$ cat src/asa_pkg.sv
package asa_pkg;

	// Width of the offset arithmetic. All offsets, sizes and alignments wrap at this width.
	localparam int ADDR_BITS = 32;
	// Width of the word-wide payload and register fields at the ports.
	localparam int WORD_BITS = 32;
	localparam int REG_IDX_W = 2;
	localparam int PADDR_W   = REG_IDX_W + 2;

	typedef logic [ADDR_BITS-1:0] addr_t;
	typedef logic [ADDR_BITS:0]   addr_carry_t;
	typedef logic [WORD_BITS-1:0] word_t;

	typedef enum logic {
		KIND_ALLOC   = 1'b0,
		KIND_RELEASE = 1'b1
	} kind_t;

	typedef enum logic [REG_IDX_W-1:0] {
		REG_REGION_BASE = 2'd0,
		REG_REGION_SIZE = 2'd1,
		REG_REAL_MODE   = 2'd2,
		REG_STATE_MODE  = 2'd3
	} reg_idx_t;

	typedef struct packed {
		word_t region_base;
		word_t region_size;
		logic  real_mode;
		logic  state_mode;
	} cfg_t;

	typedef struct packed {
		kind_t kind;
		word_t request_size;
		word_t request_alignment;
		word_t restore_offset;
		word_t check_offset;
	} req_t;

	typedef struct packed {
		logic  ok;
		word_t granted_address;
		word_t token_restore;
		word_t token_check;
		word_t peak_alignment;
		word_t peak_offset;
		logic  locked;
	} res_t;

	// Bring a port field into the offset width, and back out again.
	function automatic addr_t to_addr(word_t v);
		return addr_t'(v);
	endfunction

	function automatic word_t to_word(addr_t v);
		return word_t'(v);
	endfunction

endpackage

$ cat src/aligned_stack_allocator.sv
// Aligned stack (bump) allocator.
// Request channel: one word per request, taken when in_valid is high and
// in_stall is low. kind selects allocate or release; an allocate rounds the
// running top offset up to request_alignment and adds request_size, a
// release puts the top back to restore_offset when check_offset matches.
// Result channel: exactly one word per request, in order, taken when
// out_valid is high and out_stall is low.
// A request waits in the input register, then its result word in the result
// register, which drives out_valid. In the input register a single pass of
// logic (one rounding add, one size add, a limit compare) computes the
// result and the next allocator state; both are registered when the result
// register can take a new word. Without stalls, throughput is one word per
// cycle: the state update for one request is finished before the following
// request reaches the engine. When the receiver stalls, the result register
// holds its word and the input register keeps one more request; only then
// is in_stall raised. Reset clears the top offset and the peaks, unlocks
// the allocator, sets region_base and region_size to zero, real_mode to
// one, state_mode to zero. Configuration goes through the APB port, to be
// written by the user only while idle; the block does not enforce that.
module aligned_stack_allocator (
	input  logic                        clk,
	input  logic                        arst_n,
	// APB configuration port
	input  logic                        psel,
	input  logic                        penable,
	input  logic                        pwrite,
	input  logic [asa_pkg::PADDR_W-1:0] paddr,
	input  asa_pkg::word_t              pwdata,
	output asa_pkg::word_t              prdata,
	output logic                        pready,
	// Request channel
	input  logic                        in_valid,
	output logic                        in_stall,
	input  logic                        kind,
	input  asa_pkg::word_t              request_size,
	input  asa_pkg::word_t              request_alignment,
	input  asa_pkg::word_t              restore_offset,
	input  asa_pkg::word_t              check_offset,
	// Result channel
	output logic                        out_valid,
	input  logic                        out_stall,
	output logic                        ok,
	output asa_pkg::word_t              granted_address,
	output asa_pkg::word_t              token_restore,
	output asa_pkg::word_t              token_check,
	output asa_pkg::word_t              peak_alignment,
	output asa_pkg::word_t              peak_offset,
	output logic                        locked
);
	import asa_pkg::*;

	cfg_t cfg;
	req_t req_s1;
	logic valid_s1;
	res_t res;
	res_t res_q;
	logic out_valid_q;
	logic advance;
	logic fire;

	asa_regs u_regs (
		.clk     (clk),
		.arst_n  (arst_n),
		.psel    (psel),
		.penable (penable),
		.pwrite  (pwrite),
		.paddr   (paddr),
		.pwdata  (pwdata),
		.prdata  (prdata),
		.pready  (pready),
		.cfg     (cfg)
	);

	// The result register can take a new word when it is empty or its word
	// leaves in this cycle. The engine commits its state change only then.
	assign advance  = !out_valid_q || !out_stall;
	assign fire     = valid_s1 && advance;
	assign in_stall = valid_s1 && !advance;

	// Input register.
	always_ff @(posedge clk or negedge arst_n) begin
		if (!arst_n) begin
			valid_s1 <= 1'b0;
		end else if (!in_stall) begin
			valid_s1 <= in_valid;
		end
	end

	always_ff @(posedge clk or negedge arst_n) begin
		if (!arst_n) begin
			req_s1 <= '0;
		end else if (!in_stall && in_valid) begin
			req_s1.kind              <= kind_t'(kind);
			req_s1.request_size      <= request_size;
			req_s1.request_alignment <= request_alignment;
			req_s1.restore_offset    <= restore_offset;
			req_s1.check_offset      <= check_offset;
		end
	end

	asa_engine u_engine (
		.clk    (clk),
		.arst_n (arst_n),
		.cfg    (cfg),
		.fire   (fire),
		.req    (req_s1),
		.res    (res)
	);

	// Result register.
	always_ff @(posedge clk or negedge arst_n) begin
		if (!arst_n) begin
			out_valid_q <= 1'b0;
		end else if (advance) begin
			out_valid_q <= valid_s1;
		end
	end

	always_ff @(posedge clk) begin
		if (fire) begin
			res_q <= res;
		end
	end

	assign out_valid       = out_valid_q;
	assign ok              = res_q.ok;
	assign granted_address = res_q.granted_address;
	assign token_restore   = res_q.token_restore;
	assign token_check     = res_q.token_check;
	assign peak_alignment  = res_q.peak_alignment;
	assign peak_offset     = res_q.peak_offset;
	assign locked          = res_q.locked;

endmodule

$ cat src/asa_regs.sv
module asa_regs (
	input  logic                         clk,
	input  logic                         arst_n,
	input  logic                         psel,
	input  logic                         penable,
	input  logic                         pwrite,
	input  logic [asa_pkg::PADDR_W-1:0]  paddr,
	input  asa_pkg::word_t               pwdata,
	output asa_pkg::word_t               prdata,
	output logic                         pready,
	output asa_pkg::cfg_t                cfg
);
	import asa_pkg::*;

	reg_idx_t idx;
	logic     wr_en;
	cfg_t     cfg_q;

	assign idx    = reg_idx_t'(paddr[PADDR_W-1:2]);
	assign wr_en  = psel & penable & pwrite;
	assign pready = 1'b1;
	assign cfg    = cfg_q;

	always_ff @(posedge clk or negedge arst_n) begin
		if (!arst_n) begin
			cfg_q.region_base <= '0;
			cfg_q.region_size <= '0;
			cfg_q.real_mode   <= 1'b1;
			cfg_q.state_mode  <= 1'b0;
		end else if (wr_en) begin
			unique case (idx)
				REG_REGION_BASE: cfg_q.region_base <= pwdata;
				REG_REGION_SIZE: cfg_q.region_size <= pwdata;
				REG_REAL_MODE:   cfg_q.real_mode   <= pwdata[0];
				REG_STATE_MODE:  cfg_q.state_mode  <= pwdata[0];
			endcase
		end
	end

	always_comb begin
		unique case (idx)
			REG_REGION_BASE: prdata = cfg_q.region_base;
			REG_REGION_SIZE: prdata = cfg_q.region_size;
			REG_REAL_MODE:   prdata = word_t'(cfg_q.real_mode);
			REG_STATE_MODE:  prdata = word_t'(cfg_q.state_mode);
		endcase
	end

endmodule

$ cat src/asa_engine.sv
module asa_engine (
	input  logic          clk,
	input  logic          arst_n,
	input  asa_pkg::cfg_t cfg,
	input  logic          fire,
	input  asa_pkg::req_t req,
	output asa_pkg::res_t res
);
	import asa_pkg::*;

	addr_t       top_q;
	logic        valid_q;
	addr_t       max_align_q;
	addr_t       max_offset_q;

	addr_t       top_d;
	logic        valid_d;
	addr_t       max_align_d;
	addr_t       max_offset_d;

	addr_t       size;
	addr_t       align;
	addr_t       base;
	addr_t       limit;
	addr_t       amask;
	addr_t       aligned;
	addr_t       nxt;
	addr_carry_t sum_round;
	addr_carry_t sum_size;
	logic        pow2;
	logic        fits;
	logic        alloc_ok;
	logic        match;

	always_comb begin
		size      = to_addr(req.request_size);
		align     = to_addr(req.request_alignment);
		base      = to_addr(cfg.region_base);
		limit     = to_addr(cfg.region_size);
		amask     = align - addr_t'(1);
		pow2      = (align != '0) && ((align & amask) == '0);
		// Round up; a carry out of the top bit means the rounding overflowed.
		sum_round = {1'b0, top_q} + {1'b0, amask};
		aligned   = sum_round[ADDR_BITS-1:0] & ~amask;
		sum_size  = {1'b0, aligned} + {1'b0, size};
		nxt       = sum_size[ADDR_BITS-1:0];
		fits      = !cfg.real_mode || ((nxt <= limit) && ((base & amask) == '0));
		alloc_ok  = valid_q && pow2 && !sum_round[ADDR_BITS] && !sum_size[ADDR_BITS] && fits;
		match     = (top_q == to_addr(req.check_offset));

		top_d        = top_q;
		valid_d      = valid_q;
		max_align_d  = max_align_q;
		max_offset_d = max_offset_q;
		res          = '0;

		unique case (req.kind)
			KIND_ALLOC: begin
				if (alloc_ok) begin
					top_d = nxt;
					if (align > max_align_q) max_align_d = align;
					if (nxt > max_offset_q) max_offset_d = nxt;
					if (!cfg.state_mode) begin
						res.token_restore = to_word(top_q);
						res.token_check   = to_word(nxt);
					end
					if (cfg.real_mode) res.granted_address = to_word(base + aligned);
					res.ok = 1'b1;
				end
			end
			KIND_RELEASE: begin
				if (match) begin
					top_d  = to_addr(req.restore_offset);
					res.ok = 1'b1;
				end else begin
					valid_d = 1'b0;
				end
			end
		endcase

		res.peak_alignment = to_word(max_align_d);
		res.peak_offset    = to_word(max_offset_d);
		res.locked         = !valid_d;
	end

	always_ff @(posedge clk or negedge arst_n) begin
		if (!arst_n) begin
			top_q        <= '0;
			valid_q      <= 1'b1;
			max_align_q  <= '0;
			max_offset_q <= '0;
		end else if (fire) begin
			top_q        <= top_d;
			valid_q      <= valid_d;
			max_align_q  <= max_align_d;
			max_offset_q <= max_offset_d;
		end
	end

`ifndef SYNTH
	// Once locked, only a reset clears the lock.
	a_lock_sticky: assert property (@(posedge clk) disable iff (!arst_n)
		!valid_q |=> !valid_q)
		else $error("allocator lock cleared without reset");

	// No allocation is granted while locked.
	a_no_grant_locked: assert property (@(posedge clk) disable iff (!arst_n)
		(fire && req.kind == KIND_ALLOC && !valid_q) |-> !res.ok)
		else $error("allocation granted while locked");

	// The peaks never fall.
	a_peaks_monotonic: assert property (@(posedge clk) disable iff (!arst_n)
		fire |=> (max_align_q >= $past(max_align_q)) && (max_offset_q >= $past(max_offset_q)))
		else $error("peak value decreased");

	// A granted allocation leaves the top at its new end offset.
	a_grant_moves_top: assert property (@(posedge clk) disable iff (!arst_n)
		(fire && req.kind == KIND_ALLOC && res.ok) |=> top_q == $past(nxt))
		else $error("top offset does not follow granted allocation");

	// A failed allocation leaves the state alone.
	a_refuse_holds: assert property (@(posedge clk) disable iff (!arst_n)
		(fire && req.kind == KIND_ALLOC && !res.ok) |=>
			$stable(top_q) && $stable(max_align_q) && $stable(max_offset_q))
		else $error("refused allocation changed state");
`endif

endmodule

$ cat config.mk
export PLATFORM = sky130hd
export DESIGN_NAME = aligned_stack_allocator
export DESIGN_NICKNAME = d
export VERILOG_FILES = /design/src/asa_pkg.sv /design/src/aligned_stack_allocator.sv /design/src/asa_regs.sv /design/src/asa_engine.sv
export SDC_FILE = /design/constraint.sdc
export NUM_CORES = 1
export LEC_CHECK = 0
export BUFFER_PORTS_ARGS = -buffer_cell sky130_fd_sc_hd__buf_4
export CAP_MARGIN = 25
export CORE_MARGIN = 1.5
export CORE_UTILIZATION = 44
export DETAILED_ROUTE_END_ITERATION = 12
export PLACE_DENSITY_LB_ADDON = 0.25
export SLEW_MARGIN = 0
export SYNTH_ARGS = -nofsm -noshare
export SYNTH_HDL_FRONTEND = slang
export SYNTH_SLANG_ARGS = --single-unit
$ cat constraint.sdc
create_clock -name clk -period 9.3 [get_ports clk]
set_clock_uncertainty 0.2 [all_clocks]
set_input_delay 0.93 -clock clk [delete_from_list [all_inputs] [get_ports clk]]
set_output_delay 0.93 -clock clk [all_outputs]
set_load 0.005 [all_outputs]
-- Word level (Yosys, flattened, before mapping)
Cells that the tools add are included.
- flip-flop bits (word level): 456
- input bits: 172
- output and inout port bits: 197
- word-level logic and storage cells: 91
- add/subtract/negate cells: 4
- order comparisons: 3
- equality and inequality tests: 6
- muxes and demuxes: 17
- bitwise operators: 9
- reductions and logical operators: 30
- operator list (kind ; count):
    32-bit two-way mux ; 9
    32-bit one-hot mux with 4 select lines ; 1
    97-bit two-way mux ; 1
    32-bit AND ; 3
    32-bit by 32-bit adder with 33-bit output ; 2
    32-bit > comparator ; 2
    32-bit logical NOT ; 2
    64-bit two-way mux ; 1
    32-bit one-hot mux with 2 select lines ; 1
    32-bit adder ; 1
    32-bit == test ; 1
    32-bit <= comparator ; 1
    32-bit inverter ; 1
    32-bit nonzero test ; 1
    32-bit by 1-bit subtractor with 32-bit output, second input constant ; 1
    1-bit logical AND ; 9
    1-bit logical NOT ; 8
    2-bit AND reduction ; 4
    3-bit OR reduction ; 2
    2-bit == test, second input constant ; 2
    2-bit by 1-bit != test with 1-bit output, second input constant ; 2
    1-bit two-way mux ; 3
    1-bit inverter ; 3
    3-bit AND reduction ; 1
    other kinds (5) ; 7

-- Depth between registers and ports, before layout
- depth in word-level cells: 10
- depth in mapped cells: 45
- depth with buffers taken out: 43

-- By module
Synthesis repeated with hierarchy kept, for this count alone.
- cell total of the unflattened synthesis: 2787
- area total of the unflattened synthesis: 29213.0 sq um
- modules (own cells, without submodules) (module ; times used ; cells each ; area each (sq um)):
    asa_engine ; 1 ; 1665 ; 13993.4
    aligned_stack_allocator ; 1 ; 903 ; 12119.1
    asa_regs ; 1 ; 219 ; 3100.5

-- Worst setup path after synthesis
OpenSTA, ideal clock, no wires.
- path type: register to register
- from: reg req_s1[64] (netlist bit)
- to: reg u_engine.max_offset_q[1]
- setup time: 0.128 ns
- arrival time: 8.268 ns
- data required time: 8.972 ns
- setup slack: 0.705 ns
- cell stages (with the launch flop): 45
- clock period less this slack: 8.595 ns
- path through: dfrtp_1 inv_1 ha_1 nand2_1 or3_1 or3b_1 buf_2 or3_1 or3_1 ha_1 inv_1 ha_1 a21o_1 a21o_1 a21o_1 a21o_1 a21o_1 a21oi_1 [9 not listed] nor2b_1 nor2_1 o311ai_0 a21oi_1 xor2_1 inv_1 ha_1 nand4_1 nor3_1 nand2_1 nor2_1 nand3_1 nand2_1 a21oi_1 nor4_2 nand2_1 buf_2 mux2_1
- cells in the longest elaborated chain, start to end: 10
- elaborated cells on any way between the ends: 24
- those cells by class: add/sub (3); order compare (2); mux (3); bitwise (4); reduce/logical (12)
- ends and longest elaborated chain (what ; line ; RTL):
    start: declaration ; aligned_stack_allocator.sv:53 ; req_t req_s1;
    32-bit by 1-bit subtractor with 32-bit output (*) ; asa_engine.sv:40 ; amask = align - addr_t'(1);
    32-bit by 32-bit adder with 33-bit output / 32-bit inverter (equally long branches) ; asa_engine.sv:43, asa_engine.sv:44 ;
    32-bit AND (*) ; asa_engine.sv:44 ; aligned = sum_round[ADDR_BITS-1:0] & ~amask;
    32-bit by 32-bit adder with 33-bit output (*) ; asa_engine.sv:45 ; sum_size = {1'b0, aligned} + {1'b0, size};
    via u_engine.sum_size[30] ; asa_engine.sv:29 ; addr_carry_t sum_size;
    32-bit <= comparator ; asa_engine.sv:47 ; fits = !cfg.real_mode || ((nxt <= limit) && ((base & amask) == '0));
    1-bit logical AND ; asa_engine.sv:47 ;
    1-bit logical OR ; asa_engine.sv:47 ;
    1-bit logical AND ; asa_engine.sv:48 ; alloc_ok = valid_q && pow2 && !sum_round[ADDR_BITS] && !sum_size[ADDR_BITS] && fits;
    32-bit two-way mux (*) ; asa_engine.sv:59 ; if (alloc_ok) begin
    32-bit two-way mux (*) ; asa_engine.sv:57 ; unique case (req.kind)
    end signal: assignment ; asa_engine.sv:96 ; max_offset_q <= max_offset_d;
    end: declaration ; asa_engine.sv:14 ; addr_t max_offset_q;
The timed path passes the listed nets; every way through them passes the cells marked *.
A chain may end at the register's enable or synchronous reset.

-- Final worst setup path
- from: reg req_s1[65] (netlist bit)
- to: reg u_engine.max_align_q[0]
- cells in the longest elaborated chain, start to end: 10
- elaborated cells on any way between the ends: 24
- those cells by class: add/sub (3); order compare (2); mux (3); bitwise (4); reduce/logical (12)
- ends and longest elaborated chain (what ; line ; RTL):
    32-bit by 1-bit subtractor with 32-bit output (*) ; asa_engine.sv:40 ;
    32-bit by 32-bit adder with 33-bit output / 32-bit inverter (equally long branches) ; asa_engine.sv:43, asa_engine.sv:44 ;
    32-bit AND (*) ; asa_engine.sv:44 ;
    32-bit by 32-bit adder with 33-bit output (*) ; asa_engine.sv:45 ;
    via u_engine.sum_size[25] ; asa_engine.sv:29 ;
    32-bit <= comparator (*) ; asa_engine.sv:47 ;
    1-bit logical AND (*) ; asa_engine.sv:47 ;
    1-bit logical OR (*) ; asa_engine.sv:47 ;
    1-bit logical AND (*) ; asa_engine.sv:48 ;
    32-bit two-way mux (*) ; asa_engine.sv:59 ;
    32-bit two-way mux (*) ; asa_engine.sv:57 ;
    end signal: assignment ; asa_engine.sv:95 ; max_align_q <= max_align_d;
    end: declaration ; asa_engine.sv:13 ; addr_t max_align_q;
Marked as above.

==> flow_summary.ini <==
[status]
status = finished clean

[yosys]
ys_warn_count = 0
synth_top_area_cell = dfrtp_1
synth_edf_count = 162
synth_flop_cell = dfrtp_1
synthTopCellsByArea = dfrtp_1 (27%), edfxtp_1 (18%), ha_1 (11%)
yosys.cell_types.count = 75
synthArstFlopShare_pct = 64.5
yosys.area.top_type_share_pct = 27.5
synth_seq_area_share_pct = 45.9
syn_nets = 2858
syn_inst = 2457
ys_ff_latch = 456
synth.cell_area_sq_mm = 0.0266
syn_avg_cell_area_sq_um = 10.8

[drt]
drc_errors = 0
antenna_left = 0
vias = 21500
wl_per_cell_um = 24.1
drt-initial-drc-count = 1648
wirelength_mm = 93.0
firstDrtPassIters = 6
vias_per_cell = 5.56

[hold_path]
min_path_type = in -> async

[placed_design]
placed_area_sq_mm = 0.0319
placed_cells = 3750
dpl.hpwl_mm = 73.1
port_buffers = 365
gp_congestion = 0.961

[cells_and_area]
layout.nets = 3446
final_area_sq_mm = 0.0339
drive_above_1_share_pct = 32.5
syn2layout_area_growth_pct = 27.3
num-fill-cells = 5102
finalCoreUtilization_pct = 57.1
final_cells = 3862

[sta]
slew_viol_final = 0
max_freq_mhz = 112
hold_slack_ps = 190
period_minus_slack_ps = 8910
relSlewSlack_pct = 32.6
min_period_over_period_pct = 95.8
setup_viol = 0
hold_violations = 0
grt_setup_unrepaired = false
worstMarginPinSlew_ps = 1000

[global_routing]
grt.total_usage_pct = 29.5
gr-total-overflow = 0
antenna_found_initial = 0
grt_max_degree = 104
grt_pass1_vias = 21400
grt_pass1_wl_mm = 137

[die]
rows = 89
ioPinCount = 369
core_sq_mm = 0.0594
fp.dieArea_sq_mm = 0.0620
start_util_pct = 44.8
die_y_um = 249
die_w_um = 249

[worst_setup_path]
cp_max_fo = 10
worst-endpoint-arrival_ps = 9200
worstPathRequired_ps = 9590
critical-path-max-stage-delay_ps = 380
crit_path_frequent_cell = ha_1
crit_slowest_cell = dfrtp_1
worstSetupEndpointType = flip-flop
path_buf_inv = 6
cp_top_family = compound AO/OA/AOI/OAI gates
start_kind = flip-flop
worst-setup-path-type = reg -> reg

[power]
leakagePower_nw = 15.9
powerDensity_mw_per_mm2 = 213
ir_drop_uv = 171
total_power_mw = 7.23

[clock_tree]
clk_path_buf_depth = 3
clock_sinks = 456
clkLatencyLatePin_ps = 610
clkSlewWorstSetupHoldPaths_ps = 70
cts_max_level = 2
cts_buffers = 50
cts_root_buf = clkbuf_16
cts_tree = yes

[job]
maxCapViolations = 0
[cells in the final DEF, fill, tap and decap left out, drive strengths merged, types with 8 or more instances in the layout]
cell type  synthesis  final
edfxtp           162    162
xor2              66     66
o21a              13     13
nand2b            24     24
a21oi            126    126
xnor2             43     43
or3               17     17
nor2             181    181
clkinv             1     17
mux2             264    264
and4               8      8
nand2            160    160
nand3             25     25
a211oi            11     11
nor2b             29     29
clkbuf            58     69
inv              193    198
and3              13     13
mux2i             52     52
nor3              29     29
nand4             36     36
a21o              93     93
o21bai            13     13
buf               24    616
a22oi              8      8
o21ai            141    141
and2              40     40
a31oi             13     13
ha               226    226
dfrtp            292    292
nor4              24     24
[cells in the mapped netlist (5+ instances only)]
master / instances
dfrtp_1: 292
nand2b_1: 24
nand2_1: 160
clkbuf_1: 58
and3_1: 13
a21boi_0: 5
mux2i_1: 52
a31oi_1: 13
inv_1: 193
nor4_1: 23
nor2_1: 179
o21a_1: 13
o31ai_1: 6
a211oi_1: 10
a21oi_1: 126
a22oi_1: 8
xnor2_1: 43
mux2_1: 5
nand3_1: 24
o21ai_1: 6
nand4_1: 36
a2111oi_0: 6
nor2b_1: 29
nor3_1: 26
and2_1: 40
a21o_1: 93
and4_1: 8
mux2_4: 28
o21bai_1: 13
buf_2: 13
xor2_1: 66
mux2_2: 231
o21ai_0: 134
or3_1: 17
edfxtp_1: 162
ha_1: 226
[power by group]
part / switching, mW / internal [mW]
sequential: 0.214 / 2.29
clock: 0.833 / 1.14
combinational: 1.56 / 1.19
total: 2.61 / 4.62
[sequential cells by signal (all words and copies together) (netlist names)]
signal and cells:
granted_address 32, u_engine.max_offset_q 32, u_engine.top_q 32, peak_alignment 32, out_valid 1, token_check 32
locked 1, u_engine.max_align_q 32, peak_offset 32, valid_s1 1, ok 1, token_restore 32
u_engine.valid_q 1, u_regs.cfg 66, req_s1 129
[logic make-up (layout without fill, tap and decap cells)]
logic type	after synthesis	in the layout	synth area share, %
AO/OA/AOI/OAI	466	466	10.8
multiplexers	317	317	13.6
AND/OR/NAND/NOR	603	603	11.1
XOR/XNOR	109	109	3.59
buffers and inverters	276	906	4.12
other	1	3	0.0141
adder cells (fa/ha/maj)	229	229	10.9
flip-flops	456	456	45.9
[metal layers]
layer	vias to the layer above	wire length (um)	global-route usage, %
li1	9948	-	-
met2	737	42000	46.3
met5	-	0	0
met4	0	4400	13.1
met1	10600	41200	40.8
met3	177	5430	3.99
[repair_timing]
action                                  CTS  global route
setup buffers                             1            12
endpoints found under the hold margin     0             0
resized for setup                         4            40
endpoints found under the setup margin   64           226
gates cloned                              1             1
hold buffers                              0             0
pin swaps                                 1            16
[area by class of cell]
type	count	area [sq um]	share of cell area, %
diodes	2	5.00	0.0148
clock buffers	68	1370	4.04
clock inverters	26	249	0.735
inverters	194	733	2.16
multi-input cells	1725	13500	39.8
flip-flops and latches	456	12200	36.1
well taps	773	967	2.85
repair buffers	618	4870	14.4
[through the flow]
| step | setup TNS [ps] | setup slack [ps] |
|---|---|---|
| floorplan | 0 | 705 |
| global placement | -1970 | -102 |
| detailed placement | -5480 | -202 |
| CTS | 0 | 16.8 |
| global route | 0 | 4.03 |
| finish | 0 | 390 |
[final timing paths]
kind / slack, ps / from / cells after the start / to
setup reg to reg: 390 / req_s1[65] / 39 / u_engine.max_align_q[0]
hold reg to reg: 280 / u_engine.max_offset_q[18] / 2 / u_engine.max_offset_q[18]
setup / recovery: 390 / req_s1[65] / 39 / u_engine.max_align_q[0]
min in group clk: 280 / u_engine.max_offset_q[18] / 2 / u_engine.max_offset_q[18]
hold / removal: 190 / arst_n / 1 / u_regs.cfg[16]
max in group asynchronous: 6840 / arst_n / 4 / req_s1[120]
Note: power is estimated with default switching activity, not from simulation.
